<file path="src/hw/rtl/chgs_pkg.sv">
// Shared types, constants and control codes for the convex hull unit.
`timescale 1ns / 1ps
`default_nettype none
package chgs_pkg;

    localparam int MAX_POINTS = 64;
    localparam int COORD_BITS = 16;
    localparam int IDX_W      = $clog2(MAX_POINTS);
    localparam int CNT_W      = $clog2(MAX_POINTS + 1);
    localparam int DIFF_W     = COORD_BITS + 1;
    localparam int PROD_W     = 2 * DIFF_W;
    localparam int CROSS_W    = PROD_W + 1;
    localparam int NEAR_W     = DIFF_W + 1;

    typedef logic signed [COORD_BITS-1:0] coord_t;
    typedef logic [IDX_W-1:0] idx_t;
    typedef logic [CNT_W-1:0] cnt_t;

    typedef struct packed {
        coord_t x;
        coord_t y;
    } point_t;

    typedef enum logic [4:0] {
        ST_LOAD,
        ST_SORT_I,
        ST_SORT_KEY,
        ST_SORT_J,
        ST_SORT_B,
        ST_SORT_M1,
        ST_SORT_M2,
        ST_SORT_DEC,
        ST_SCAN_START,
        ST_SCAN_INIT1,
        ST_SCAN_I,
        ST_SCAN_B,
        ST_SCAN_CHK,
        ST_SCAN_O_ADDR,
        ST_SCAN_O,
        ST_SCAN_A_ADDR,
        ST_SCAN_A,
        ST_SCAN_M1,
        ST_SCAN_M2,
        ST_SCAN_DEC,
        ST_EMIT_RD,
        ST_EMIT_ADDR,
        ST_EMIT_OUT,
        ST_EMIT_WAIT
    } state_t;

    typedef enum logic [4:0] {
        OP_NONE,
        OP_LOAD,
        OP_RD_I,
        OP_KEY_LD,
        OP_RD_JM1,
        OP_B_SORT,
        OP_MUL1,
        OP_MUL2,
        OP_SHIFT,
        OP_PLACE,
        OP_STK0,
        OP_STK1,
        OP_B_SCAN,
        OP_STK_RD_DM2,
        OP_RD_STK,
        OP_O_LD,
        OP_A_LD,
        OP_PUSH,
        OP_POP,
        OP_EMIT_INIT,
        OP_STK_RD_K,
        OP_RD_K,
        OP_OUT_LD,
        OP_DONE
    } op_t;

    typedef struct packed {
        logic in_final;
        logic i_ge_n;
        logic j_zero;
        logic depth_ge2;
        logic small_set;
        logic k_ge_cnt;
        logic precedes;
        logic left_turn;
        logic out_valid;
    } status_t;

endpackage
`default_nettype wire

</file>
<file path="src/hw/rtl/chgs_datapath.sv">
// Datapath: point store, index stack, counters, cross product unit and output register.
`timescale 1ns / 1ps
`default_nettype none
module chgs_datapath
    import chgs_pkg::*;
(
    input  wire logic               aclk,
    input  wire logic               aresetn,
    input  wire op_t                op,
    output status_t                 status,
    input  wire logic               s_valid,
    input  wire logic signed [15:0] s_pt_x,
    input  wire logic signed [15:0] s_pt_y,
    input  wire logic               s_final_point,
    input  wire logic               m_ready,
    output logic                    m_valid,
    output logic signed [15:0]      m_hull_x,
    output logic signed [15:0]      m_hull_y,
    output logic                    m_last_vertex
);

    point_t store_mem [MAX_POINTS];
    idx_t   stk_mem   [MAX_POINTS];
    point_t st_rdata_reg;
    idx_t   stk_rdata_reg;

    cnt_t n_reg, i_reg, j_reg, depth_reg, k_reg;
    point_t piv_reg, key_reg, o_reg, a_reg, b_reg, out_reg;
    logic out_last_reg, out_valid_reg;
    logic signed [PROD_W-1:0] p1_reg, p2_reg;

    point_t in_pt;
    logic   fire, room;
    logic   st_we, st_re, stk_we, stk_re;
    idx_t   st_waddr, st_raddr, stk_waddr, stk_raddr;
    point_t st_wdata;
    idx_t   stk_wdata;
    cnt_t   emit_cnt;

    logic signed [DIFF_W-1:0]  dax, day, dbx, dby, abs_day, abs_dby, mul_a, mul_b;
    logic signed [PROD_W-1:0]  prod;
    logic signed [CROSS_W-1:0] cross_val;
    logic signed [NEAR_W-1:0]  near_a, near_b;

    assign in_pt.x = s_pt_x[COORD_BITS-1:0];
    assign in_pt.y = s_pt_y[COORD_BITS-1:0];
    assign fire    = (op == OP_LOAD) && s_valid;
    assign room    = n_reg < cnt_t'(MAX_POINTS);

    // Store and stack port selection.
    always_comb begin
        st_we    = 1'b0;
        st_waddr = n_reg[IDX_W-1:0];
        st_wdata = in_pt;
        st_re    = 1'b1;
        st_raddr = i_reg[IDX_W-1:0];
        stk_we    = 1'b0;
        stk_waddr = depth_reg[IDX_W-1:0];
        stk_wdata = i_reg[IDX_W-1:0];
        stk_re    = 1'b1;
        stk_raddr = k_reg[IDX_W-1:0];
        unique case (op)
            OP_LOAD: begin
                st_we = fire && room;
            end
            OP_SHIFT: begin
                st_we    = 1'b1;
                st_waddr = j_reg[IDX_W-1:0];
                st_wdata = b_reg;
            end
            OP_PLACE: begin
                st_we    = 1'b1;
                st_waddr = j_reg[IDX_W-1:0];
                st_wdata = key_reg;
            end
            OP_RD_JM1: begin
                st_raddr = idx_t'(j_reg - cnt_t'(1));
            end
            OP_RD_STK: begin
                st_raddr = stk_rdata_reg;
            end
            OP_RD_K: begin
                st_raddr = k_reg[IDX_W-1:0];
            end
            OP_STK0: begin
                stk_we    = 1'b1;
                stk_waddr = idx_t'(0);
                stk_wdata = idx_t'(0);
            end
            OP_STK1: begin
                stk_we    = 1'b1;
                stk_waddr = idx_t'(1);
                stk_wdata = idx_t'(1);
            end
            OP_PUSH: begin
                stk_we = 1'b1;
            end
            OP_STK_RD_DM2: begin
                stk_raddr = idx_t'(depth_reg - cnt_t'(2));
            end
            OP_O_LD: begin
                stk_raddr = idx_t'(depth_reg - cnt_t'(1));
            end
            default: begin
            end
        endcase
    end

    always_ff @(posedge aclk) begin
        if (st_we) begin
            store_mem[st_waddr] <= st_wdata;
        end
        if (st_re) begin
            st_rdata_reg <= store_mem[st_raddr];
        end
        if (stk_we) begin
            stk_mem[stk_waddr] <= stk_wdata;
        end
        if (stk_re) begin
            stk_rdata_reg <= stk_mem[stk_raddr];
        end
    end

    // Cross product of (a - o) and (b - o), formed from two products computed in turn.
    assign dax = DIFF_W'($signed(a_reg.x)) - DIFF_W'($signed(o_reg.x));
    assign day = DIFF_W'($signed(a_reg.y)) - DIFF_W'($signed(o_reg.y));
    assign dbx = DIFF_W'($signed(b_reg.x)) - DIFF_W'($signed(o_reg.x));
    assign dby = DIFF_W'($signed(b_reg.y)) - DIFF_W'($signed(o_reg.y));
    assign mul_a = (op == OP_MUL2) ? day : dax;
    assign mul_b = (op == OP_MUL2) ? dbx : dby;
    assign prod  = mul_a * mul_b;
    assign cross_val = CROSS_W'(p1_reg) - CROSS_W'(p2_reg);

    // Points collinear with the pivot lie on one ray from it, so dx + |dy| orders distance.
    assign abs_day = day[DIFF_W-1] ? -day : day;
    assign abs_dby = dby[DIFF_W-1] ? -dby : dby;
    assign near_a  = NEAR_W'(dax) + NEAR_W'(abs_day);
    assign near_b  = NEAR_W'(dbx) + NEAR_W'(abs_dby);

    assign emit_cnt = (n_reg < cnt_t'(3)) ? n_reg : depth_reg;

    assign status.in_final  = s_final_point;
    assign status.i_ge_n    = i_reg >= n_reg;
    assign status.j_zero    = j_reg == '0;
    assign status.depth_ge2 = depth_reg >= cnt_t'(2);
    assign status.small_set = n_reg < cnt_t'(3);
    assign status.k_ge_cnt  = k_reg >= emit_cnt;
    assign status.precedes  = (cross_val > 0) || ((cross_val == 0) && (near_a < near_b));
    assign status.left_turn = cross_val > 0;
    assign status.out_valid = out_valid_reg;

    // Control registers.
    always_ff @(posedge aclk) begin
        if (!aresetn) begin
            n_reg         <= '0;
            i_reg         <= '0;
            j_reg         <= '0;
            depth_reg     <= '0;
            k_reg         <= '0;
            out_valid_reg <= 1'b0;
        end else begin
            if (out_valid_reg && m_ready) begin
                out_valid_reg <= 1'b0;
            end
            unique case (op)
                OP_LOAD: begin
                    if (fire && room) begin
                        n_reg <= n_reg + cnt_t'(1);
                    end
                    if (fire && s_final_point) begin
                        i_reg <= cnt_t'(1);
                    end
                end
                OP_KEY_LD: j_reg <= i_reg;
                OP_SHIFT:  j_reg <= j_reg - cnt_t'(1);
                OP_PLACE:  i_reg <= i_reg + cnt_t'(1);
                OP_STK1: begin
                    depth_reg <= cnt_t'(2);
                    i_reg     <= cnt_t'(2);
                end
                OP_PUSH: begin
                    depth_reg <= depth_reg + cnt_t'(1);
                    i_reg     <= i_reg + cnt_t'(1);
                end
                OP_POP:       depth_reg <= depth_reg - cnt_t'(1);
                OP_EMIT_INIT: k_reg <= '0;
                OP_OUT_LD: begin
                    k_reg         <= k_reg + cnt_t'(1);
                    out_valid_reg <= 1'b1;
                end
                OP_DONE: begin
                    n_reg     <= '0;
                    depth_reg <= '0;
                end
                default: begin
                end
            endcase
        end
    end

    // Payload registers.
    always_ff @(posedge aclk) begin
        if (fire && room && ((n_reg == '0) || (in_pt.x < piv_reg.x) ||
                ((in_pt.x == piv_reg.x) && (in_pt.y < piv_reg.y)))) begin
            piv_reg <= in_pt;
        end
        unique case (op)
            OP_KEY_LD: key_reg <= st_rdata_reg;
            OP_B_SORT: begin
                b_reg <= st_rdata_reg;
                o_reg <= piv_reg;
                a_reg <= key_reg;
            end
            OP_B_SCAN: b_reg <= st_rdata_reg;
            OP_O_LD:   o_reg <= st_rdata_reg;
            OP_A_LD:   a_reg <= st_rdata_reg;
            OP_MUL1:   p1_reg <= prod;
            OP_MUL2:   p2_reg <= prod;
            OP_OUT_LD: begin
                out_reg      <= st_rdata_reg;
                out_last_reg <= (k_reg + cnt_t'(1)) == emit_cnt;
            end
            default: begin
            end
        endcase
    end

    assign m_valid       = out_valid_reg;
    assign m_hull_x      = 16'($signed(out_reg.x));
    assign m_hull_y      = 16'($signed(out_reg.y));
    assign m_last_vertex = out_last_reg;

endmodule
`default_nettype wire

</file>
<file path="src/hw/rtl/chgs_controller.sv">
// Controller: sequences load, insertion sort, Graham scan and vertex output.
`timescale 1ns / 1ps
`default_nettype none
module chgs_controller
    import chgs_pkg::*;
(
    input  wire logic    aclk,
    input  wire logic    aresetn,
    input  wire logic    s_valid,
    input  wire status_t status,
    output op_t          op,
    output logic         s_ready
);

    state_t state_reg, state_next;

    always_ff @(posedge aclk) begin
        if (!aresetn) begin
            state_reg <= ST_LOAD;
        end else begin
            state_reg <= state_next;
        end
    end

    always_comb begin
        state_next = state_reg;
        unique case (state_reg)
            ST_LOAD: begin
                if (s_valid && status.in_final) state_next = ST_SORT_I;
            end
            ST_SORT_I:     state_next = status.i_ge_n ? ST_SCAN_START : ST_SORT_KEY;
            ST_SORT_KEY:   state_next = ST_SORT_J;
            ST_SORT_J:     state_next = status.j_zero ? ST_SORT_I : ST_SORT_B;
            ST_SORT_B:     state_next = ST_SORT_M1;
            ST_SORT_M1:    state_next = ST_SORT_M2;
            ST_SORT_M2:    state_next = ST_SORT_DEC;
            ST_SORT_DEC:   state_next = status.precedes ? ST_SORT_J : ST_SORT_I;
            ST_SCAN_START: state_next = status.small_set ? ST_EMIT_RD : ST_SCAN_INIT1;
            ST_SCAN_INIT1: state_next = ST_SCAN_I;
            ST_SCAN_I:     state_next = status.i_ge_n ? ST_EMIT_RD : ST_SCAN_B;
            ST_SCAN_B:     state_next = ST_SCAN_CHK;
            ST_SCAN_CHK:   state_next = status.depth_ge2 ? ST_SCAN_O_ADDR : ST_SCAN_I;
            ST_SCAN_O_ADDR: state_next = ST_SCAN_O;
            ST_SCAN_O:     state_next = ST_SCAN_A_ADDR;
            ST_SCAN_A_ADDR: state_next = ST_SCAN_A;
            ST_SCAN_A:     state_next = ST_SCAN_M1;
            ST_SCAN_M1:    state_next = ST_SCAN_M2;
            ST_SCAN_M2:    state_next = ST_SCAN_DEC;
            ST_SCAN_DEC:   state_next = status.left_turn ? ST_SCAN_I : ST_SCAN_CHK;
            ST_EMIT_RD: begin
                priority if (status.k_ge_cnt) state_next = ST_LOAD;
                else if (status.small_set)    state_next = ST_EMIT_OUT;
                else                          state_next = ST_EMIT_ADDR;
            end
            ST_EMIT_ADDR:  state_next = ST_EMIT_OUT;
            ST_EMIT_OUT:   state_next = ST_EMIT_WAIT;
            ST_EMIT_WAIT:  state_next = status.out_valid ? ST_EMIT_WAIT : ST_EMIT_RD;
            default:       state_next = ST_LOAD;
        endcase
    end

    always_comb begin
        op      = OP_NONE;
        s_ready = 1'b0;
        unique case (state_reg)
            ST_LOAD: begin
                op      = OP_LOAD;
                s_ready = 1'b1;
            end
            ST_SORT_I:     op = status.i_ge_n ? OP_NONE : OP_RD_I;
            ST_SORT_KEY:   op = OP_KEY_LD;
            ST_SORT_J:     op = status.j_zero ? OP_PLACE : OP_RD_JM1;
            ST_SORT_B:     op = OP_B_SORT;
            ST_SORT_M1:    op = OP_MUL1;
            ST_SORT_M2:    op = OP_MUL2;
            ST_SORT_DEC:   op = status.precedes ? OP_SHIFT : OP_PLACE;
            ST_SCAN_START: op = status.small_set ? OP_EMIT_INIT : OP_STK0;
            ST_SCAN_INIT1: op = OP_STK1;
            ST_SCAN_I:     op = status.i_ge_n ? OP_EMIT_INIT : OP_RD_I;
            ST_SCAN_B:     op = OP_B_SCAN;
            ST_SCAN_CHK:   op = status.depth_ge2 ? OP_STK_RD_DM2 : OP_PUSH;
            ST_SCAN_O_ADDR: op = OP_RD_STK;
            ST_SCAN_O:     op = OP_O_LD;
            ST_SCAN_A_ADDR: op = OP_RD_STK;
            ST_SCAN_A:     op = OP_A_LD;
            ST_SCAN_M1:    op = OP_MUL1;
            ST_SCAN_M2:    op = OP_MUL2;
            ST_SCAN_DEC:   op = status.left_turn ? OP_PUSH : OP_POP;
            ST_EMIT_RD: begin
                priority if (status.k_ge_cnt) op = OP_DONE;
                else if (status.small_set)    op = OP_RD_K;
                else                          op = OP_STK_RD_K;
            end
            ST_EMIT_ADDR:  op = OP_RD_STK;
            ST_EMIT_OUT:   op = OP_OUT_LD;
            ST_EMIT_WAIT:  op = OP_NONE;
            default:       op = OP_NONE;
        endcase
    end

endmodule
`default_nettype wire

</file>
<file path="src/hw/rtl/convex_hull_graham_scan_unit.sv">
// Top level of the convex hull unit: controller plus datapath.
//
// Usage: points enter on the s_ channel, one transaction per cycle while
// s_ready is high; s_final_point closes the set. Up to 64 points are kept,
// later ones are dropped, but a final flag on a dropped point still starts
// the run. s_ready then stays low until the hull has been delivered.
// The pivot is tracked while loading. An insertion sort by polar angle
// follows, then the Graham scan. Each hull vertex leaves through a single
// output register as one m_ transaction; the next vertex is read through
// the single read port of the point store only after the previous one
// has been taken. m_last_vertex marks the last one. Sets of one or two
// points come out in sorted order.
// A stalled receiver simply holds the output register; the sequencer waits.
// Synchronous reset empties the set and returns to loading; the point and
// stack memories need no clearing.
`timescale 1ns / 1ps
`default_nettype none
module convex_hull_graham_scan_unit
    import chgs_pkg::*;
(
    input  wire logic               aclk,
    input  wire logic               aresetn,
    input  wire logic               s_valid,
    output logic                    s_ready,
    input  wire logic signed [15:0] s_pt_x,
    input  wire logic signed [15:0] s_pt_y,
    input  wire logic               s_final_point,
    output logic                    m_valid,
    input  wire logic               m_ready,
    output logic signed [15:0]      m_hull_x,
    output logic signed [15:0]      m_hull_y,
    output logic                    m_last_vertex
);

    op_t     op;
    status_t status;

    chgs_controller u_ctrl (
        .aclk    (aclk),
        .aresetn (aresetn),
        .s_valid (s_valid),
        .status  (status),
        .op      (op),
        .s_ready (s_ready)
    );

    chgs_datapath u_dp (
        .aclk          (aclk),
        .aresetn       (aresetn),
        .op            (op),
        .status        (status),
        .s_valid       (s_valid),
        .s_pt_x        (s_pt_x),
        .s_pt_y        (s_pt_y),
        .s_final_point (s_final_point),
        .m_ready       (m_ready),
        .m_valid       (m_valid),
        .m_hull_x      (m_hull_x),
        .m_hull_y      (m_hull_y),
        .m_last_vertex (m_last_vertex)
    );

endmodule
`default_nettype wire

</file>
<file path="config.mk">
export PLATFORM = sky130hd
export DESIGN_NAME = convex_hull_graham_scan_unit
export DESIGN_NICKNAME = d
export VERILOG_FILES = /design/src/hw/rtl/chgs_pkg.sv /design/src/hw/rtl/chgs_datapath.sv /design/src/hw/rtl/chgs_controller.sv /design/src/hw/rtl/convex_hull_graham_scan_unit.sv
export SDC_FILE = /design/constraint.sdc
export NUM_CORES = 2
export LEC_CHECK = 0
export ABC_AREA = 1
export BUFFER_PORTS_ARGS = -buffer_cell sky130_fd_sc_hd__buf_4
export CAP_MARGIN = 20
export CORE_MARGIN = 4
export CORE_UTILIZATION = 50
export CTS_CLUSTER_SIZE = 30
export DETAILED_ROUTE_END_ITERATION = 10
export GPL_ROUTABILITY_DRIVEN = 0
export PLACE_DENSITY = 0.75
export SYNTH_ARGS = -nofsm -noshare
export SYNTH_HDL_FRONTEND = slang
export SYNTH_HIERARCHICAL = 1
export SYNTH_SLANG_ARGS = --single-unit
</file>
<file path="constraint.sdc">
create_clock -name aclk -period 35.1 [get_ports aclk]
set_input_delay 7.02 -clock aclk [delete_from_list [all_inputs] [get_ports aclk]]
set_output_delay 7.02 -clock aclk [all_outputs]
set_load 0.01 [all_outputs]
</file>
==> impl_results.md <==
* Status: finished, violations left
* Failing checks: design-rule violations
* RSZ-0062 raised after global routing: no
* CTS H-tree lvls at 5
* Avg WL per Cell at 22.3 um
* Core Region at 274000 um2
* Syn Area/Cell at 10.2 um2
* Post-CTS Resized at 0
* Final net count at 14000
* Most used cell, CP: nand2_1
* Vert. Die Dim at 532 um
* CTS Buf Count at 282
* Reg area at 82400 um2
* CP max-delay cell: o21ai_1
* Fin. Hold Viols at 0
* Ys Warns at 6
* Worst slew margin at 22.3%
* Die Wd at 532 um
* Synth Register Bits at 2772
* Tcrit/Tclk final at 41.6%
* Initial drt markers at 13700
* Vias at 98500
* # DRC at 1
* GRT Overall Usage at 26.2%
* Io pins at 72
* PortBufs at 71
* Clk Latency, worst-skew pair at 0.89 ns
* Post-synth EDFFs at 2693
* Post-synth net total at 14100
* CP Launch Type: flip-flop
* # fillers at 22400
* Remaining Overflow, GRT at 0
* Setup TNS at 0 ns
* F_max at 0.0686 GHz
* Initial antenna violation count at 25
* Worst-case clock buffer depth at 4
* Max reg flops at 2048
* Final setup fails at 0
* Clock Sink Count at 2772
* Count of different cell masters after synthesis at 60
* First-pass DRT Iterations at 11
* Synth Flop Type: edfxtp_1
* Biggest register: u_dp/store_mem
* Max-cap violations at 0
* Post-synthesis cell count at 13500
* Hold bufs inserted after CTS at 0
* CP max FO at 39
* Postcts setup bufs at 0
* Share of layout cells above drive strength 1 at 6.11%
* Pin count of the biggest net entering global routing at 245
* Worst slew pin tran at 1.17 ns
* First-pass GRT wire length at 569 mm
* Hpwl dp at 225 mm
* Initial core utilization at 50.2%
* Clock slew at reported path FFs at 0.06 ns
* Final WL at 383 mm
* Sequential fraction of the synthesis area at 60.0%
* Via-per-instance ratio at 5.73
* WS Path Type: flip-flop to flip-flop
* Root buf cell: clkbuf_16
* Slew Limit Fails at 0
* CP required at 35.66 ns
* Antenna Nets Post-Route at 0
* Vias in the first global route at 93200
* Synth async-reset ratio at 0%
* R2R Setup Slk at 20.52 ns
* Die Area at 283000 um2
* Multi-input gate area at 46300 um2
* Synth Cell Area at 137000 um2
* Layout area overhead at 9.73%
* Worst EP arrival at 15.14 ns
* Final setup skew at 0.0927 ns
* CP max stage delay at 0.71 ns
* Fin crit period at 14.58 ns
* Min-delay worst type: flip-flop to flip-flop
* Biggest regs: u_dp/store_mem (2048), u_dp/stk_mem (384)
* FP Rows at 192
* CP endpoint kind: flip-flop
* CTS tree: built
## path summary, 6_finish.rpt
| path | from | to | depth (start not counted) |
|---|---|---|---|
| worst min register to register | u_dp/k_reg[6] | u_dp/k_reg[6] | 2 |
| worst min-delay path | u_dp/k_reg[6] | u_dp/k_reg[6] | 2 |
| worst max register to register | u_dp/o_reg[0] | u_dp/p2_reg[23] | 66 |
| worst max-delay path | u_dp/o_reg[0] | u_dp/p2_reg[23] | 66 |
## per-stage QoR
step	util, %	std cells	hold slack [ns]	setup slack, ns	instance area, um2
2_1_floorplan	-	13500	0.443	23.21	137000
3_3_place_gp	51.8	16700	0.499	21.28	142000
3_5_place_dp	51.8	16700	0.507	20.93	142000
4_1_cts	55.1	17200	0.517	20.90	151000
5_1_grt	55.1	17200	0.540	19.61	151000
6_report	55.1	17200	0.522	20.52	151000
## routing by layer
layer | up-vias | part of all wire (%) | wire length, um | track usage [%]
met5 | - | 0.016 | 63 | 0.0169
met4 | 10 | 5.5 | 21000 | 12.8
met3 | 1036 | 12 | 45500 | 5.60
met2 | 5892 | 45 | 174000 | 41.2
met1 | 46800 | 37 | 143000 | 34.6
li1 | 44800 | - | - | -
## final cells by class
type                            count  share of cell area [%]
Clock inverter                    152                   0.767
Inverter                         1727                    4.33
Antenna cell                       13                  0.0216
Timing Repair Buffer              269                    1.41
Clock buffer                      348                    5.07
Multi-Input combinational cell   8330                    30.7
Tap cell                         3589                    2.98
Sequential cell                  2772                    54.7
## synth_stat cells, drive strengths merged (2+ instances only)
master | instances | share of area [%]
o221ai | 3 | 0.019
fa | 303 | 4.4
o31ai | 5 | 0.027
or2 | 56 | 0.26
buf | 377 | 1.5
o32ai | 2 | 0.013
o2111ai | 4 | 0.026
a221oi | 6 | 0.038
dfxtp | 79 | 1.2
and2 | 11 | 0.050
nand3 | 1670 | 6.1
o22ai | 4 | 0.018
nor3b | 2 | 0.011
mux2i | 4 | 0.029
nor4 | 9 | 0.041
clkbuf | 250 | 0.68
a32oi | 3 | 0.019
nor2 | 553 | 1.5
o21bai | 14 | 0.077
inv | 1718 | 4.7
o211ai | 241 | 1.3
a21boi | 9 | 0.049
o21a | 10 | 0.055
ha | 292 | 2.7
a21o | 8 | 0.044
clkinv | 9 | 0.026
xor2 | 116 | 0.74
edfxtp | 2693 | 59
a211oi | 4 | 0.022
o21ai | 421 | 1.6
and3 | 2 | 0.0091
a31oi | 9 | 0.041
xnor2 | 46 | 0.29
a21oi | 220 | 0.80
nand4 | 43 | 0.20
nand2 | 3863 | 11
nand3b | 335 | 1.8
a22oi | 3 | 0.016
nor3 | 54 | 0.20
## layout by cell type, fill, tap and decap left out, types with 9 or more instances in the layout
cell,n
a21boi_0,9
a21oi_1,216
and2_1,11
buf_4,261
bufinv_16,14
clkbuf_1,47
clkbuf_16,295
clkinv_1,71
clkinv_2,55
dfxtp_1,79
diode_2,13
edfxtp_1,2693
fa_1,303
ha_1,292
inv_1,1704
inv_2,11
nand2_1,3854
nand3_1,1641
nand3_2,29
nand3b_1,335
nand4_1,43
nor2_1,474
nor2_4,76
nor3_1,51
nor4_1,9
o211ai_1,241
o21a_1,10
o21ai_0,398
o21ai_1,12
o21bai_1,14
or2_0,34
or2_2,20
xnor2_1,46
xor2_1,116
## cells by family (layout without fill, tap and decap cells)
logic type / count (synthesis) / after routing / synth area share, %
AND/OR/NAND/NOR: 6598 / 6598 / 20.8
flip-flops: 2772 / 2772 / 60.0
buffers and inverters: 2354 / 2496 / 6.86
AO/OA/AOI/OAI: 971 / 971 / 4.18
adder cells (fa/ha/maj): 595 / 595 / 7.08
XOR/XNOR: 162 / 162 / 1.03
multiplexers: 4 / 4 / 0.0292
other: 0 / 13 / 0
## critical path, delay by kind of cell (launching register included)
kind	cells	cell delay (ns)
adder cells (fa/ha/maj)	11	4.36
XOR/XNOR	3	0.46
AND/OR/NAND/NOR	28	3.45
buffers and inverters	10	1.92
flip-flops	1	0.40
AO/OA/AOI/OAI	14	3.62
Power is left out: the tool's default activity adds up to more than one toggle a clock period on the data nets, which glitch-free logic cannot reach.
